==> config.mk <==
export PLATFORM = sky130hd
export DESIGN_NAME = first_fit_contiguous_run_allocator_core
export DESIGN_NICKNAME = d
export VERILOG_FILES = /design/src/hdl/ffcra_pkg.sv /design/src/hdl/first_fit_contiguous_run_allocator_core.sv /design/src/hdl/ffcra_cell.sv /design/src/hdl/ffcra_scan.sv
export SDC_FILE = /design/constraint.sdc
export NUM_CORES = 1
export LEC_CHECK = 0
export BUFFER_PORTS_ARGS = -buffer_cell sky130_fd_sc_hd__buf_2
export CORE_ASPECT_RATIO = 0.7
export CORE_UTILIZATION = 40
export CTS_CLUSTER_DIAMETER = 80
export DETAILED_ROUTE_END_ITERATION = 12
export SYNTH_ARGS = -nofsm -noshare
export SYNTH_HDL_FRONTEND = slang
export SYNTH_SLANG_ARGS = --single-unit
==> constraint.sdc <==
create_clock -name i_clk -period 10 [get_ports i_clk]
set_input_delay 1 -clock i_clk [delete_from_list [all_inputs] [get_ports i_clk]]
set_output_delay 1 -clock i_clk [all_outputs]
set_load 0.1 [all_outputs]
==> src/hdl/ffcra_pkg.sv <==
// ----------------------------------------------------------------------------
// ffcra_pkg
// Shared types and constants for the first-fit contiguous run allocator:
// field widths, register indexes, reset values, scan states and result type.
// ----------------------------------------------------------------------------
package ffcra_pkg;

    // default geometry of the occupancy map
    localparam int DEF_MAX_BANKS = 4;
    localparam int DEF_MAX_SPOTS = 64;

    // number of banks that own a spot count register
    localparam int SPOT_REGS  = 4;
    localparam int SPOT_SEL_W = 2;

    // field widths
    localparam int LEN_W       = 7;
    localparam int BANK_CNT_W  = 3;
    localparam int SPOTS_W     = 7;
    localparam int CFG_IDX_W   = 3;
    localparam int CFG_DATA_W  = 7;
    localparam int OUT_BANK_W  = 2;
    localparam int OUT_START_W = 6;

    // register indexes
    localparam logic [CFG_IDX_W-1:0] CFG_BANK_COUNT  = 3'd0;
    localparam logic [CFG_IDX_W-1:0] CFG_SPOTS_BANK0 = 3'd1;
    localparam logic [CFG_IDX_W-1:0] CFG_SPOTS_BANK1 = 3'd2;
    localparam logic [CFG_IDX_W-1:0] CFG_SPOTS_BANK2 = 3'd3;
    localparam logic [CFG_IDX_W-1:0] CFG_SPOTS_BANK3 = 3'd4;

    // register reset values
    localparam logic [BANK_CNT_W-1:0] RST_BANK_COUNT = 3'd2;
    localparam logic [SPOTS_W-1:0]    RST_SPOTS [SPOT_REGS] = '{7'd5, 7'd10, 7'd0, 7'd0};

    // scan sequencer states
    typedef enum logic [1:0] {
        ST_IDLE,
        ST_SCAN,
        ST_MARK,
        ST_DONE
    } t_state;

    // one allocation result
    typedef struct packed {
        logic                   found;
        logic [OUT_BANK_W-1:0]  bank_index;
        logic [OUT_START_W-1:0] start_index;
    } t_result;

endpackage

==> src/hdl/first_fit_contiguous_run_allocator_core.sv <==
// ----------------------------------------------------------------------------
// first_fit_contiguous_run_allocator_core
// First-fit allocator of runs of adjacent free spots over a banked bitmap.
// ----------------------------------------------------------------------------
// The occupancy map is a ring of MAX_SPOTS cells, each holding one spot column
// for every bank; the ring turns one spot per cycle while a request is being
// served and the sequencer reads the column at its head. A request is handled
// on its own: each searched bank costs one full lap of the ring, and a hit
// finishes its lap and then takes one more lap to mark the run. A request of
// zero length, or with no banks, skips the scan and goes straight to its
// result. The result sits in an output register, so the next request is taken
// while it waits.
// All spots are free after reset and are never released.
// ----------------------------------------------------------------------------
module first_fit_contiguous_run_allocator_core
    import ffcra_pkg::*;
#(
    parameter int MAX_BANKS = DEF_MAX_BANKS,
    parameter int MAX_SPOTS = DEF_MAX_SPOTS
) (
    input  logic                   i_clk,
    input  logic                   i_rst_n,
    input  logic                   i_cfg_wr_en,
    input  logic [CFG_IDX_W-1:0]   i_cfg_index,
    input  logic [CFG_DATA_W-1:0]  i_cfg_wdata,
    input  logic                   i_req_valid,
    output logic                   o_req_ready,
    input  logic [LEN_W-1:0]       i_run_length,
    output logic                   o_rsp_valid,
    input  logic                   i_rsp_ready,
    output logic                   o_found,
    output logic [OUT_BANK_W-1:0]  o_bank_index,
    output logic [OUT_START_W-1:0] o_start_index
);

    localparam int RUN_W = $clog2(MAX_SPOTS + 1);
    localparam int LIM_W = $clog2(MAX_BANKS + 1);
    localparam int SAT_W = (SPOTS_W > RUN_W) ? SPOTS_W : RUN_W;
    localparam int BL_W  = (BANK_CNT_W > LIM_W) ? BANK_CNT_W : LIM_W;

    logic [BANK_CNT_W-1:0] r_bank_count;
    logic [SPOTS_W-1:0]    r_spots [SPOT_REGS];
    logic [SPOT_SEL_W-1:0] w_spot_sel;

    logic [BL_W-1:0]       w_bank_count_x;
    logic [LIM_W-1:0]      w_bank_limit;
    logic [RUN_W-1:0]      w_spot_limit [MAX_BANKS];

    logic [MAX_BANKS-1:0]  w_col [MAX_SPOTS];
    logic [MAX_BANKS-1:0]  w_set;
    logic                  w_shift;

    logic                  w_slot_free;
    logic                  w_res_valid;
    t_result               w_res;
    logic                  r_rsp_valid;
    t_result               r_rsp;

    // configuration registers
    assign w_spot_sel = SPOT_SEL_W'(i_cfg_index - CFG_SPOTS_BANK0);

    always_ff @(posedge i_clk) begin
        if (!i_rst_n) begin
            r_bank_count <= RST_BANK_COUNT;
            r_spots      <= RST_SPOTS;
        end else if (i_cfg_wr_en) begin
            unique case (i_cfg_index) inside
                CFG_BANK_COUNT: r_bank_count <= i_cfg_wdata[BANK_CNT_W-1:0];
                CFG_SPOTS_BANK0, CFG_SPOTS_BANK1, CFG_SPOTS_BANK2, CFG_SPOTS_BANK3: begin
                    r_spots[w_spot_sel] <= i_cfg_wdata[SPOTS_W-1:0];
                end
                default: ;
            endcase
        end
    end

    // saturate the bank count to the map size
    assign w_bank_count_x = BL_W'(r_bank_count);
    assign w_bank_limit   = (w_bank_count_x > BL_W'(MAX_BANKS)) ?
                            LIM_W'(MAX_BANKS) : LIM_W'(w_bank_count_x);

    // saturated spot count per bank, zero for banks without a register
    for (genvar b = 0; b < MAX_BANKS; b++) begin : g_limit
        if (b < SPOT_REGS) begin : g_reg
            logic [SAT_W-1:0] w_spots_x;
            assign w_spots_x       = SAT_W'(r_spots[b]);
            assign w_spot_limit[b] = (w_spots_x > SAT_W'(MAX_SPOTS)) ?
                                     RUN_W'(MAX_SPOTS) : RUN_W'(w_spots_x);
        end else begin : g_none
            assign w_spot_limit[b] = '0;
        end
    end

    // occupancy ring, head at cell zero, marked bits enter at the tail
    for (genvar j = 0; j < MAX_SPOTS; j++) begin : g_ring
        if (j == MAX_SPOTS - 1) begin : g_tail
            ffcra_cell #(
                .MAX_BANKS (MAX_BANKS)
            ) u_cell (
                .i_clk   (i_clk),
                .i_rst_n (i_rst_n),
                .i_shift (w_shift),
                .i_col   (w_col[0]),
                .i_set   (w_set),
                .o_col   (w_col[j])
            );
        end else begin : g_body
            ffcra_cell #(
                .MAX_BANKS (MAX_BANKS)
            ) u_cell (
                .i_clk   (i_clk),
                .i_rst_n (i_rst_n),
                .i_shift (w_shift),
                .i_col   (w_col[j+1]),
                .i_set   ('0),
                .o_col   (w_col[j])
            );
        end
    end

    // scan sequencer
    ffcra_scan #(
        .MAX_BANKS (MAX_BANKS),
        .MAX_SPOTS (MAX_SPOTS)
    ) u_scan (
        .i_clk        (i_clk),
        .i_rst_n      (i_rst_n),
        .i_req_valid  (i_req_valid),
        .o_req_ready  (o_req_ready),
        .i_run_length (i_run_length),
        .i_bank_limit (w_bank_limit),
        .i_spot_limit (w_spot_limit),
        .i_head       (w_col[0]),
        .o_shift      (w_shift),
        .o_set        (w_set),
        .i_slot_free  (w_slot_free),
        .o_res_valid  (w_res_valid),
        .o_res        (w_res)
    );

    // output register
    assign w_slot_free = !r_rsp_valid || i_rsp_ready;

    always_ff @(posedge i_clk) begin
        if (!i_rst_n) begin
            r_rsp_valid <= 1'b0;
        end else if (w_res_valid) begin
            r_rsp_valid <= 1'b1;
        end else if (i_rsp_ready) begin
            r_rsp_valid <= 1'b0;
        end
    end

    always_ff @(posedge i_clk) begin
        if (w_res_valid) begin
            r_rsp <= w_res;
        end
    end

    assign o_rsp_valid   = r_rsp_valid;
    assign o_found       = r_rsp.found;
    assign o_bank_index  = r_rsp.bank_index;
    assign o_start_index = r_rsp.start_index;

endmodule

==> src/hdl/ffcra_cell.sv <==
// ----------------------------------------------------------------------------
// ffcra_cell
// One link of the occupancy ring: holds the occupied bits of one spot column
// across all banks and takes its neighbour's column on every shift.
// ----------------------------------------------------------------------------
module ffcra_cell
    import ffcra_pkg::*;
#(
    parameter int MAX_BANKS = DEF_MAX_BANKS
) (
    input  logic                 i_clk,
    input  logic                 i_rst_n,
    input  logic                 i_shift,
    input  logic [MAX_BANKS-1:0] i_col,
    input  logic [MAX_BANKS-1:0] i_set,
    output logic [MAX_BANKS-1:0] o_col
);

    logic [MAX_BANKS-1:0] r_col;
    logic [MAX_BANKS-1:0] n_col;

    // incoming column, with any newly occupied bits merged in
    assign n_col = i_col | i_set;

    // column storage, all spots free after reset
    always_ff @(posedge i_clk) begin
        if (!i_rst_n) begin
            r_col <= '0;
        end else if (i_shift) begin
            r_col <= n_col;
        end
    end

    assign o_col = r_col;

endmodule

==> src/hdl/ffcra_scan.sv <==
// ----------------------------------------------------------------------------
// ffcra_scan
// Scan sequencer: watches the head of the rotating occupancy ring one spot
// per cycle, counts free runs, and marks the winning run on a later lap.
// ----------------------------------------------------------------------------
module ffcra_scan
    import ffcra_pkg::*;
#(
    parameter int MAX_BANKS = DEF_MAX_BANKS,
    parameter int MAX_SPOTS = DEF_MAX_SPOTS
) (
    input  logic                                     i_clk,
    input  logic                                     i_rst_n,
    input  logic                                     i_req_valid,
    output logic                                     o_req_ready,
    input  logic [LEN_W-1:0]                         i_run_length,
    input  logic [$clog2(MAX_BANKS+1)-1:0]           i_bank_limit,
    input  logic [$clog2(MAX_SPOTS+1)-1:0]           i_spot_limit [MAX_BANKS],
    input  logic [MAX_BANKS-1:0]                     i_head,
    output logic                                     o_shift,
    output logic [MAX_BANKS-1:0]                     o_set,
    input  logic                                     i_slot_free,
    output logic                                     o_res_valid,
    output t_result                                  o_res
);

    localparam int BANK_W   = (MAX_BANKS > 1) ? $clog2(MAX_BANKS) : 1;
    localparam int POS_W    = $clog2(MAX_SPOTS);
    localparam int RUN_W    = $clog2(MAX_SPOTS + 1);
    localparam int LIM_W    = $clog2(MAX_BANKS + 1);
    localparam int CMP_W    = (RUN_W > LEN_W) ? RUN_W : LEN_W;
    localparam int BSUM_W   = ((LIM_W > BANK_W) ? LIM_W : BANK_W) + 1;
    localparam int BX_W     = (BANK_W > OUT_BANK_W) ? BANK_W : OUT_BANK_W;
    localparam int SX_W     = (POS_W > OUT_START_W) ? POS_W : OUT_START_W;
    localparam logic [POS_W-1:0] LAST_POS = POS_W'(MAX_SPOTS - 1);

    t_state             r_state, n_state;
    logic [BANK_W-1:0]  r_bank,  n_bank;
    logic [POS_W-1:0]   r_pos,   n_pos;
    logic [RUN_W-1:0]   r_run,   n_run;
    logic [LEN_W-1:0]   r_len,   n_len;
    logic [POS_W-1:0]   r_start, n_start;
    logic [POS_W-1:0]   r_end,   n_end;
    logic               r_found, n_found;
    logic               r_marked, n_marked;

    logic               w_accept;
    logic               w_req_ok;
    logic               w_usable;
    logic               w_free;
    logic [CMP_W-1:0]   w_run_inc;
    logic               w_hit;
    logic               w_last_pos;
    logic               w_last_bank;
    logic               w_in_run;
    logic [POS_W-1:0]   w_pos_next;
    logic [CMP_W-1:0]   w_start_full;
    logic [BX_W-1:0]    w_bank_x;
    logic [SX_W-1:0]    w_start_x;

    // head spot status and run tracking
    assign w_accept     = i_req_valid && (r_state == ST_IDLE);
    assign w_req_ok     = (i_run_length != '0) && (i_bank_limit != '0);
    assign w_usable     = RUN_W'(r_pos) < i_spot_limit[r_bank];
    assign w_free       = !i_head[r_bank];
    assign w_run_inc    = CMP_W'(r_run) + CMP_W'(1);
    assign w_hit        = w_usable && w_free && (w_run_inc == CMP_W'(r_len));
    assign w_last_pos   = (r_pos == LAST_POS);
    assign w_last_bank  = (BSUM_W'(r_bank) + BSUM_W'(1)) >= BSUM_W'(i_bank_limit);
    assign w_in_run     = (r_pos >= r_start) && (r_pos <= r_end);
    assign w_pos_next   = w_last_pos ? '0 : r_pos + POS_W'(1);
    assign w_start_full = CMP_W'(r_pos) + CMP_W'(1) - CMP_W'(r_len);

    // next state
    always_comb begin
        n_state = r_state;
        unique case (r_state)
            ST_IDLE: begin
                if (w_accept) begin
                    n_state = w_req_ok ? ST_SCAN : ST_DONE;
                end
            end
            ST_SCAN: begin
                if (w_hit) begin
                    n_state = ST_MARK;
                end else if (w_last_pos && w_last_bank) begin
                    n_state = ST_DONE;
                end
            end
            ST_MARK: begin
                if (w_last_pos && (r_marked || r_pos == r_end)) begin
                    n_state = ST_DONE;
                end
            end
            ST_DONE: begin
                if (i_slot_free) begin
                    n_state = ST_IDLE;
                end
            end
            default: n_state = ST_IDLE;
        endcase
    end

    // next datapath values
    always_comb begin
        n_bank   = r_bank;
        n_pos    = r_pos;
        n_run    = r_run;
        n_len    = r_len;
        n_start  = r_start;
        n_end    = r_end;
        n_found  = r_found;
        n_marked = r_marked;
        case (r_state)
            ST_IDLE: begin
                if (w_accept) begin
                    n_len    = i_run_length;
                    n_bank   = '0;
                    n_run    = '0;
                    n_found  = 1'b0;
                    n_marked = 1'b0;
                end
            end
            ST_SCAN: begin
                n_pos = w_pos_next;
                if (w_hit) begin
                    n_start = w_start_full[POS_W-1:0];
                    n_end   = r_pos;
                    n_found = 1'b1;
                end else if (w_last_pos) begin
                    n_run = '0;
                    if (!w_last_bank) begin
                        n_bank = r_bank + BANK_W'(1);
                    end
                end else if (w_usable) begin
                    n_run = w_free ? w_run_inc[RUN_W-1:0] : '0;
                end
            end
            ST_MARK: begin
                n_pos = w_pos_next;
                if (r_pos == r_end) begin
                    n_marked = 1'b1;
                end
            end
            default: ;
        endcase
    end

    // sequencer registers
    always_ff @(posedge i_clk) begin
        if (!i_rst_n) begin
            r_state  <= ST_IDLE;
            r_pos    <= '0;
            r_found  <= 1'b0;
            r_marked <= 1'b0;
        end else begin
            r_state  <= n_state;
            r_pos    <= n_pos;
            r_found  <= n_found;
            r_marked <= n_marked;
        end
    end

    // payload registers
    always_ff @(posedge i_clk) begin
        r_bank  <= n_bank;
        r_run   <= n_run;
        r_len   <= n_len;
        r_start <= n_start;
        r_end   <= n_end;
    end

    // outputs
    assign w_bank_x  = BX_W'(r_bank);
    assign w_start_x = SX_W'(r_start);

    always_comb begin
        o_req_ready       = (r_state == ST_IDLE);
        o_shift           = (r_state == ST_SCAN) || (r_state == ST_MARK);
        o_set             = '0;
        o_res_valid       = (r_state == ST_DONE) && i_slot_free;
        o_res.found       = r_found;
        o_res.bank_index  = r_found ? w_bank_x[OUT_BANK_W-1:0] : '0;
        o_res.start_index = r_found ? w_start_x[OUT_START_W-1:0] : '0;
        if ((r_state == ST_MARK) && w_in_run) begin
            o_set = MAX_BANKS'(1) << r_bank;
        end
    end

endmodule

### Yosys cells after proc, flatten, opt, wreduce, memory -nomap -nowiden

Index checks and enable logic that the tools add are counted.

| word-level totals | value |
|---|---|
| bits of input ports | 22 |
| register bits after elaboration | 335 |
| output and inout port bits | 11 |
| logic and storage cells | 199 |

| operators by class | value |
|---|---|
| shift-type cells | 1 |
| bitwise operators | 3 |
| equal/unequal tests | 20 |
| reduce and logical (&&, ||, !) cells | 33 |
| mux-type cells | 40 |
| add/sub/neg operators | 7 |
| $lt $le $gt $ge | 13 |

Operators by type and width:

| kind | number |
|---|---|
| $mux W7 | 12 |
| $bwmux W28 | 1 |
| $gt A7 B7 Y1 const B | 4 |
| $mux W2 | 10 |
| $bmux W7 S2 | 1 |
| $demux W7 S2 | 1 |
| $pmux W7 S2 | 1 |
| $add A6 B1 Y6 const B | 2 |
| $ne A2 B1 Y1 const B | 6 |
| $logic_and A1 B1 Y1 | 10 |
| $pmux W2 S4 | 1 |
| $reduce_and A2 Y1 | 4 |
| $reduce_and A4 Y1 | 2 |
| $add A7 B1 Y7 const B | 1 |
| $eq A7 B7 Y1 | 1 |
| $lt A6 B7 Y1 | 1 |
| $reduce_bool A7 Y1 | 1 |
| $eq A3 B2 Y1 const B | 2 |
| $eq A6 B6 Y1 | 1 |
| $eq A6 B6 Y1 const B | 1 |
| $ge A3 B3 Y1 const B | 2 |
| $ge A6 B6 Y1 | 1 |
| $le A6 B6 Y1 | 1 |
| $mux W1 | 6 |
| other kinds (33) | 44 |

### Depth between registers and ports, before layout

Gate-level depths: netlist (run 1).

| logic depth | value |
|---|---|
| depth after elaboration | 10 |
| gate-level depth with buffers | 13 |
| depth with buffers taken out | 11 |

### Hierarchy

A second synthesis (run 1) with hierarchy kept.

| unflattened totals | value |
|---|---|
| cells, all modules | 1479 |
| area total of the unflattened synthesis | 13297.8 um2 |

By module, submodules not included:

| module | instances | sequential area each (um2) | cells an instance | area each (um2) |
|---|---|---|---|---|
| ffcra_cell | 64 | 80.1 | 16 | 135.1 |
| ffcra_scan | 1 | 1041.0 | 291 | 2912.8 |
| first_fit_contiguous_run_allocator_core | 1 | 910.9 | 164 | 1736.7 |

### Worst setup path after synthesis (run 1)

Ideal clock, no wire load.

| path | value |
|---|---|
| path kind | register -> register |
| start | register u_scan.r_bank[0] |
| end | register u_scan.r_end[0] (enable) |
| period minus slack after synthesis | 3.563 ns |
| path buffers | 3 |
| data required time | 9.604 ns |
| arrival time | 3.167 ns |
| stages on the path, launching flop included | 12 |
| slack | 6.437 ns |
| library setup time | 0.396 ns |
| cells stage by stage | edfxtp_1 -> buf_6 -> clkbuf_1 -> clkbuf_1 -> a31oi_1 -> a21o_1 -> ha_1 -> a21oi_1 -> o221ai_1 -> a21oi_1 -> o21ai_0 -> nor3_1 |

| between the ends | value |
|---|---|
| word-level cells in the longest chain between the ends | 8 |
| elaborated cells on any way between the ends | 11 |
| classes of those cells | 1 x order compare; 5 x mux; 1 x bitwise; 4 x reduce/logical |

RTL lines:

| item | line | source |
|---|---|---|
| start: declaration | ffcra_scan.sv:38 | `logic [BANK_W-1:0] r_bank, n_bank;` |
| start signal: assignment | ffcra_scan.sv:166 | `r_bank <= n_bank;` |
| $not A2 Y3 (implied by the code) | ffcra_scan.sv:64 | `assign w_usable = RUN_W'(r_pos) < i_spot_limit[r_bank];` |
| $bmux W7 S2 | ffcra_scan.sv:64 |  |
| $mux W7 (implied by the code) (2 in a row) | ffcra_scan.sv:64 |  |
| $lt A6 B7 Y1 | ffcra_scan.sv:64 |  |
| $logic_and A1 B1 Y1 (*) (2 in a row) | ffcra_scan.sv:67 | `assign w_hit = w_usable && w_free && (w_run_inc == CMP_W'(r_len));` |
| $reduce_and A2 Y1 (no source line) (*) | - |  |
| end signal: assignment | ffcra_scan.sv:170 | `r_end <= n_end;` |
| end: declaration | ffcra_scan.sv:43 | `logic [POS_W-1:0] r_end, n_end;` |

Mark *: on every way between the ends. The rest lies on a longest branch, timed or not. The select of a mux whose other input is x is not followed.
A chain may end at the register's enable or synchronous reset.

### Worst setup path in the final report (run 1)

| path | value |
|---|---|
| start | register u_scan.r_bank[0] |
| end | register u_scan.r_run[0] (enable) |

| between the ends | value |
|---|---|
| word-level cells in the longest chain between the ends | 9 |
| elaborated cells on any way between the ends | 13 |
| classes of those cells | 1 x order compare; 2 x eq/ne; 5 x mux; 1 x bitwise; 4 x reduce/logical |

RTL lines:

| item | line | source |
|---|---|---|
| $not A2 Y3 (implied by the code) | ffcra_scan.sv:64 |  |
| $bmux W7 S2 | ffcra_scan.sv:64 |  |
| $mux W7 (implied by the code) (2 in a row) | ffcra_scan.sv:64 |  |
| $lt A6 B7 Y1 | ffcra_scan.sv:64 |  |
| $logic_and A1 B1 Y1 (2 in a row) | ffcra_scan.sv:67 |  |
| $ne A2 B2 Y1 (no source line) | - |  |
| $reduce_and A4 Y1 (no source line) (*) | - |  |
| end signal: assignment | ffcra_scan.sv:167 | `r_run <= n_run;` |
| end: declaration | ffcra_scan.sv:40 | `logic [RUN_W-1:0] r_run, n_run;` |

Marks and branches as above.

==> qor.yml, run 1 <==
synthCells: 1279
finalSetupViolations: 0
synth_top_family_by_area: "multiplexers"
post_drt_wl_per_cell_um: 13.06
dieArea_sq_um: 35710
root_buffer: "clkbuf_16"
cp.arrival_ns: 4.17
hold_path.startpoint: "g_limit[1].g_reg.w_spots_x[4]"
path_max_fanout: 28
ctsHoldBuffers: 0
port_buffers: 32
hpwlAfterDp_mm: 14.35
diodes: 0
crit_path_start: "u_scan.r_bank[0]"
p_leak_nw: 5.679
swShare: 0.3069
grt_max_degree: 158
synth.area.mux_share: 0.1997
r2r_setup_slack_ns: 6.04
cts_tree: "yes"
syn_avg_cell_area_sq_um: 10.93
hp-class: "register to register"
final_nets: 1339
grt_use_total: 0.1317
r2r-start: "u_scan.r_bank[0]"
clock_skew_ns: 0.02399
synth_top_cell_by_area: "dfxtp_1"
synth-main-ff-cell: "dfxtp_1"
yosysSeqAreaShare: 0.5062
ys_types: 56
clockBufferDepth: 3
max_cap_violations: 0
core.rowCount: 56
gp_congestion: 0.8141
clkPwrFrac: 0.321
final_max_slew_viol_count: 0
cts_resized: 0
powerDensity_nw_per_um2: 233.6
area_growth_pct: 11.09
pwr-share-comb: 0.272
hold_viol: 0
vdd_drop_max_mv: 0.3058
synthAdderAreaFrac: 0.03634
async_reset_ff_frac: 0
critical_path_class: "register to register"
netlist_area_sq_um: 13980
synth_warnings: 0
status: "completed"
drcViolationCount: 0
rsz0062_at_grt: "no"
cts_setup_buffers: 0
drt-initial-drc-count: 493
ys_ff_latch: 335
dr.pass1.iters: 4
num_io_pins: 33
core_area_sq_um: 33910
yosysTopAreaCellShare: 0.4267
die_w_um: 225.4
finalCritPeriodShare: 0.3963
synth_compound_area_frac: 0.04332
switching_power_mw: 1.113
cp-start-kind: "register"
drive_above_1_share: 0.07834
holdWs_ns: 0.4689
numClockSinks: 335
htree_levels: 1
cts_buffers: 31
grt_pass1_vias: 7777
grt_overflow: 0
min_period_ns: 3.963
route.vias.total: 8263
syn-num-nets: 1341
synth_xor_area_frac: 0.01065
synth-simple-area-share: 0.1731
vias_per_cell: 4.679
initial_core_util: 0.4122
postRouteAntennaNets: 0
finalSetupTns_ns: 0
fmaxAchievable_mhz: 252.3
synth_edf_count: 37
wirelength_mm: 23.07
yosys-top-cells-count: "298 x dfxtp_1, 277 x nor2b_1, 271 x mux2i_1"
worst_pin_slew_ns: 1.044
clkTransAtPathRegs_ns: 0.07
grt_pass1_wl_mm: 39.14
die_y_um: 158.4
clkLatencyLatePin_ns: 0.57
power.internal_mw: 2.515
required_ns: 10.21
synth_most_common_cell: "dfxtp_1"
cp-end-kind: "register"
antenna_found_initial: 0
relSlewSlack: 0.3043
p_seq_frac: 0.406
synth_area_leaders: "dfxtp_1 43%, mux2i_1 19%, nor2b_1 12%"
==> area by class of cell <==
type                            count  area [sq um]
Clock buffer                       43         902.1
Multi-Input combinational cell    832          6486
Fill cell                        3218         18380
Clock inverter                     15         113.9
Timing Repair Buffer               38         224.0
Sequential cell                   335          7077
Inverter                           39         146.4
Tap cell                          464         580.6
==> placed cells by master (no fill, tap or decap), types with 3 or more instances in the layout <==
cell type | netlist | routed
o31ai_1 | 5 | 5
nand4_1 | 3 | 3
nor2b_1 | 277 | 277
clkbuf_1 | 49 | 5
nor3b_1 | 6 | 6
nand2_1 | 47 | 47
edfxtp_1 | 37 | 37
o21ai_0 | 14 | 14
ha_1 | 39 | 38
clkinv_2 | 0 | 8
nor3_1 | 5 | 5
buf_2 | 1 | 31
mux2i_1 | 271 | 271
nor2_1 | 22 | 22
and3_1 | 3 | 3
a21boi_0 | 10 | 10
a221oi_1 | 4 | 4
a31oi_1 | 6 | 6
clkbuf_8 | 0 | 6
inv_1 | 39 | 40
xor2_1 | 6 | 6
mux2_2 | 5 | 5
nand2b_1 | 8 | 8
a21oi_1 | 10 | 10
buf_4 | 0 | 5
dfxtp_1 | 298 | 298
a21o_1 | 11 | 11
clkbuf_16 | 0 | 32
nand3_1 | 13 | 13
o211ai_1 | 4 | 4
and2_1 | 15 | 15
xnor2_1 | 11 | 11
==> final timing paths <==
check	to	depth (start not counted)
max	u_scan.r_run[0]	11
min	g_limit[1].g_reg.w_spots_x[4]	2
min reg2reg	g_limit[1].g_reg.w_spots_x[4]	2
max reg2reg	u_scan.r_run[0]	11
==> cell families after synthesis <==
logic type | after synthesis
simple gates | 413
flops | 335
mux | 277
buf+inv | 112
compound gates | 85
fa+ha+maj | 40
xor+xnor | 17
==> flip-flops by register name, summed over array words and instances (netlist names), 6 cells and up <==
signal and cells:
o_start_index 6, u_scan.r_len 7, u_scan.r_pos 6, u_scan.r_start 6
g_ring.g_body.u_cell.o_col 252, u_scan.r_run 7, g_limit.g_reg.w_spots_x 28, u_scan.r_end 6
==> per-layer routing <==
layer  part of all wire  wire length [um]  vias to the layer above  track usage
met3              0.042               979                       38      0.02528
met4              0.022               516                        0      0.03499
met1               0.55             12740                     3795       0.2043
met5                  0                 0                        -            0
met2               0.38              8832                       86       0.1821
li1                   -                 -                     4344            -
==> metrics by stage <==
stage               instances  instance area (sq um)    util  total power [mW]  worst slack [ns]
floorplan                1279                  13980       -             2.332             6.437
global placement         1708                  14510  0.4280             2.490             6.212
detailed placement       1708                  14510  0.4280             2.493             6.098
CTS                      1766                  15530  0.4579             3.674             6.065
global route             1766                  15530  0.4579             3.807             5.726
finish                   1766                  15530  0.4579             3.628             6.037
==> power groups by stage <==
| stage | clock network (mW) | registers [mW] | logic, mW |
|---|---|---|---|
| floorplan | 0 | 1.48 | 0.856 |
| global placement | 0 | 1.50 | 0.989 |
| detailed placement | 0 | 1.50 | 0.990 |
| CTS | 1.21 | 1.47 | 0.994 |
| global route | 1.26 | 1.48 | 1.07 |
| finish | 1.17 | 1.47 | 0.988 |
==> worst max-delay path, stage by stage (launching register included) <==
cell,delay [ns]
edfxtp_1,0.93
inv_1,0.21
nor2_1,0.22
a221oi_1,0.11
a21o_1,0.20
ha_1,0.27
nand3_1,0.08
o221ai_1,0.18
a21oi_1,0.10
o21ai_0,0.48
o32ai_1,0.18
a21oi_1,0.62
Power figures use the tool's default switching activity.
==> inputs of run 2 (changes only) <==
- clock period: 10 -> 3.75 ns (I/O delays scaled with it)
==> run 2 against run 1 <==
- maximum frequency grew 19%
- critical path depth is 1 higher
- worst setup slack got worse by 5.6 ns
==> qor.yml, run 2 (synthesis gave the netlist of run 1 again) <==
grt_max_degree: 136
cts_setup_buffers: 0
crit_path_start: "u_scan.r_bank[0]"
root_buffer: "clkbuf_16"
required_ns: 3.93
die_y_um: 158.4
fin_ws_ns: 0.4289
num_io_pins: 33
min_period_ns: 3.321
htree_levels: 2
vdd_drop_max_mv: 0.5448
diodes: 0
r2r_setup_slack_ns: 0.43
worst_pin_slew_ns: 0.9570
largest_reg_flops: 252
final_cell_mix: "298 x dfxtp_1, 277 x nor2b_1, 271 x mux2i_1"
endpoint: "u_scan.r_run[2]"
final_common_cell: "dfxtp_1"
core_area_sq_um: 33910
initial_core_util: 0.4122
gp_congestion: 0.8108
relSlewSlack: 0.3585
route.vias.total: 8395
finalCritPeriodShare: 0.8856
critical_path_class: "register to register"
post_drt_wl_per_cell_um: 13.44
hpwlAfterDp_mm: 14.88
r2r_cells: 12
dr.pass1.iters: 4
grt_overflow: 0
grt_pass1_wl_mm: 40.25
grt_pass1_vias: 7894
area_growth_pct: 13.10
nFillCells: 3228
final_max_slew_viol_count: 0
cp-start-kind: "register"
drive_above_1_share: 0.08835
die_w_um: 225.4
clkTransAtPathRegs_ns: 0.07
slowest_delay_ns: 0.45
core.rowCount: 56
status: "completed"
hp-class: "input pin to register"
cts_buffers: 35
r2r_end: "u_scan.r_run[2]"
dieArea_sq_um: 35710
utilization: 0.4662
pre_cts_ws_ns: 0.2677
clockBufferDepth: 3
finalSetupViolations: 0
max_cap_violations: 0
cts_tree: "yes"
cp-end-kind: "register"
slowest_stage: "o21ai_0"
clkLatencyLatePin_ns: 0.52
vias_per_cell: 4.724
postRouteAntennaNets: 0
powerDensity_nw_per_um2: 645.3
final_nets: 1349
r2r-start: "u_scan.r_bank[0]"
path_max_fanout: 28
cp.arrival_ns: 3.50
clock_skew_ns: 0.02047
hold_viol: 0
drcViolationCount: 0
crit_chain: "buf_4 -> inv_1 -> nor2_1 -> a221oi_1 -> a21o_1 -> ha_1 -> nand3_1 -> o221ai_1 -> a21oi_1 -> o21ai_0 -> o32ai_1 -> a21oi_2"
fmaxAchievable_mhz: 301.1
rsz0062_at_grt: "no"
port_buffers: 32
p_leak_nw: 5.804
drt-initial-drc-count: 464
wirelength_mm: 23.88
antenna_found_initial: 0
grt_use_total: 0.1370
numClockSinks: 335
finalSetupTns_ns: 0
[run 2: cell type report]
type                            instances  area (sq um)  share of cell area
Timing Repair Buffer                   44         306.5             0.01939
Tap cell                              464         580.6             0.03672
Clock inverter                         14         171.4             0.01084
Clock buffer                           49          1035             0.06544
Multi-Input combinational cell        832          6495              0.4108
Inverter                               39         146.4            0.009259
Sequential cell                       335          7077              0.4476
[run 2: metrics by stage]
stage	instance area, sq um	cells	power [mW]	hold WS, ns
floorplan	13980	1279	6.218	0.4323
global placement	14600	1714	6.679	0.4645
detailed placement	14600	1714	6.706	0.4664
CTS	15810	1777	10.34	0.01464
global route	15810	1777	10.71	0.01756
finish	15810	1777	10.20	0.03994
[run 2: routing by layer]
layer	part of all wire	GRT usage
met2	0.39	0.1887
met5	0	0
met3	0.048	0.03432
met4	0.012	0.03563
met1	0.55	0.2083
[run 2: worst min path at each step]
stage | startpoint | end | slack (ns) | cells after the start
2_1_floorplan | g_limit[0].g_reg.w_spots_x[0] | g_limit[0].g_reg.w_spots_x[0] | 0.43 | 2
3_3_place_gp | g_limit[1].g_reg.w_spots_x[5] | g_limit[1].g_reg.w_spots_x[5] | 0.46 | 2
3_5_place_dp | g_limit[1].g_reg.w_spots_x[5] | g_limit[1].g_reg.w_spots_x[5] | 0.47 | 2
4_1_cts | i_run_length[4] | u_scan.r_len[4] | 0.01 | 1
5_1_grt | i_run_length[4] | u_scan.r_len[4] | 0.02 | 1
6_report | i_run_length[4] | u_scan.r_len[4] | 0.04 | 1
[run 2: power by group]
part | leakage (nW) | switching [mW] | internal [mW]
logic | 2.44 | 1.55 | 1.20
clock network | 0.593 | 1.42 | 2.15
registers | 2.77 | 0.119 | 3.76
[run 2: worst max-delay path, delay by kind of cell (launching register included)]
family / cells / cell delay (ns)
AO/OA/AOI/OAI: 7 / 1.66
buffers and inverters: 2 / 0.44
flip-flops: 1 / 0.32
AND/OR/NAND/NOR: 2 / 0.28
adder cells (fa/ha/maj): 1 / 0.28
[run 2: what timing repair did]
action | CTS | global route
setup endpoints to repair | 0 | 7
hold buffers | 0 | 0
gates resized for setup | 0 | 1
endpoints found under the hold margin | 0 | 0
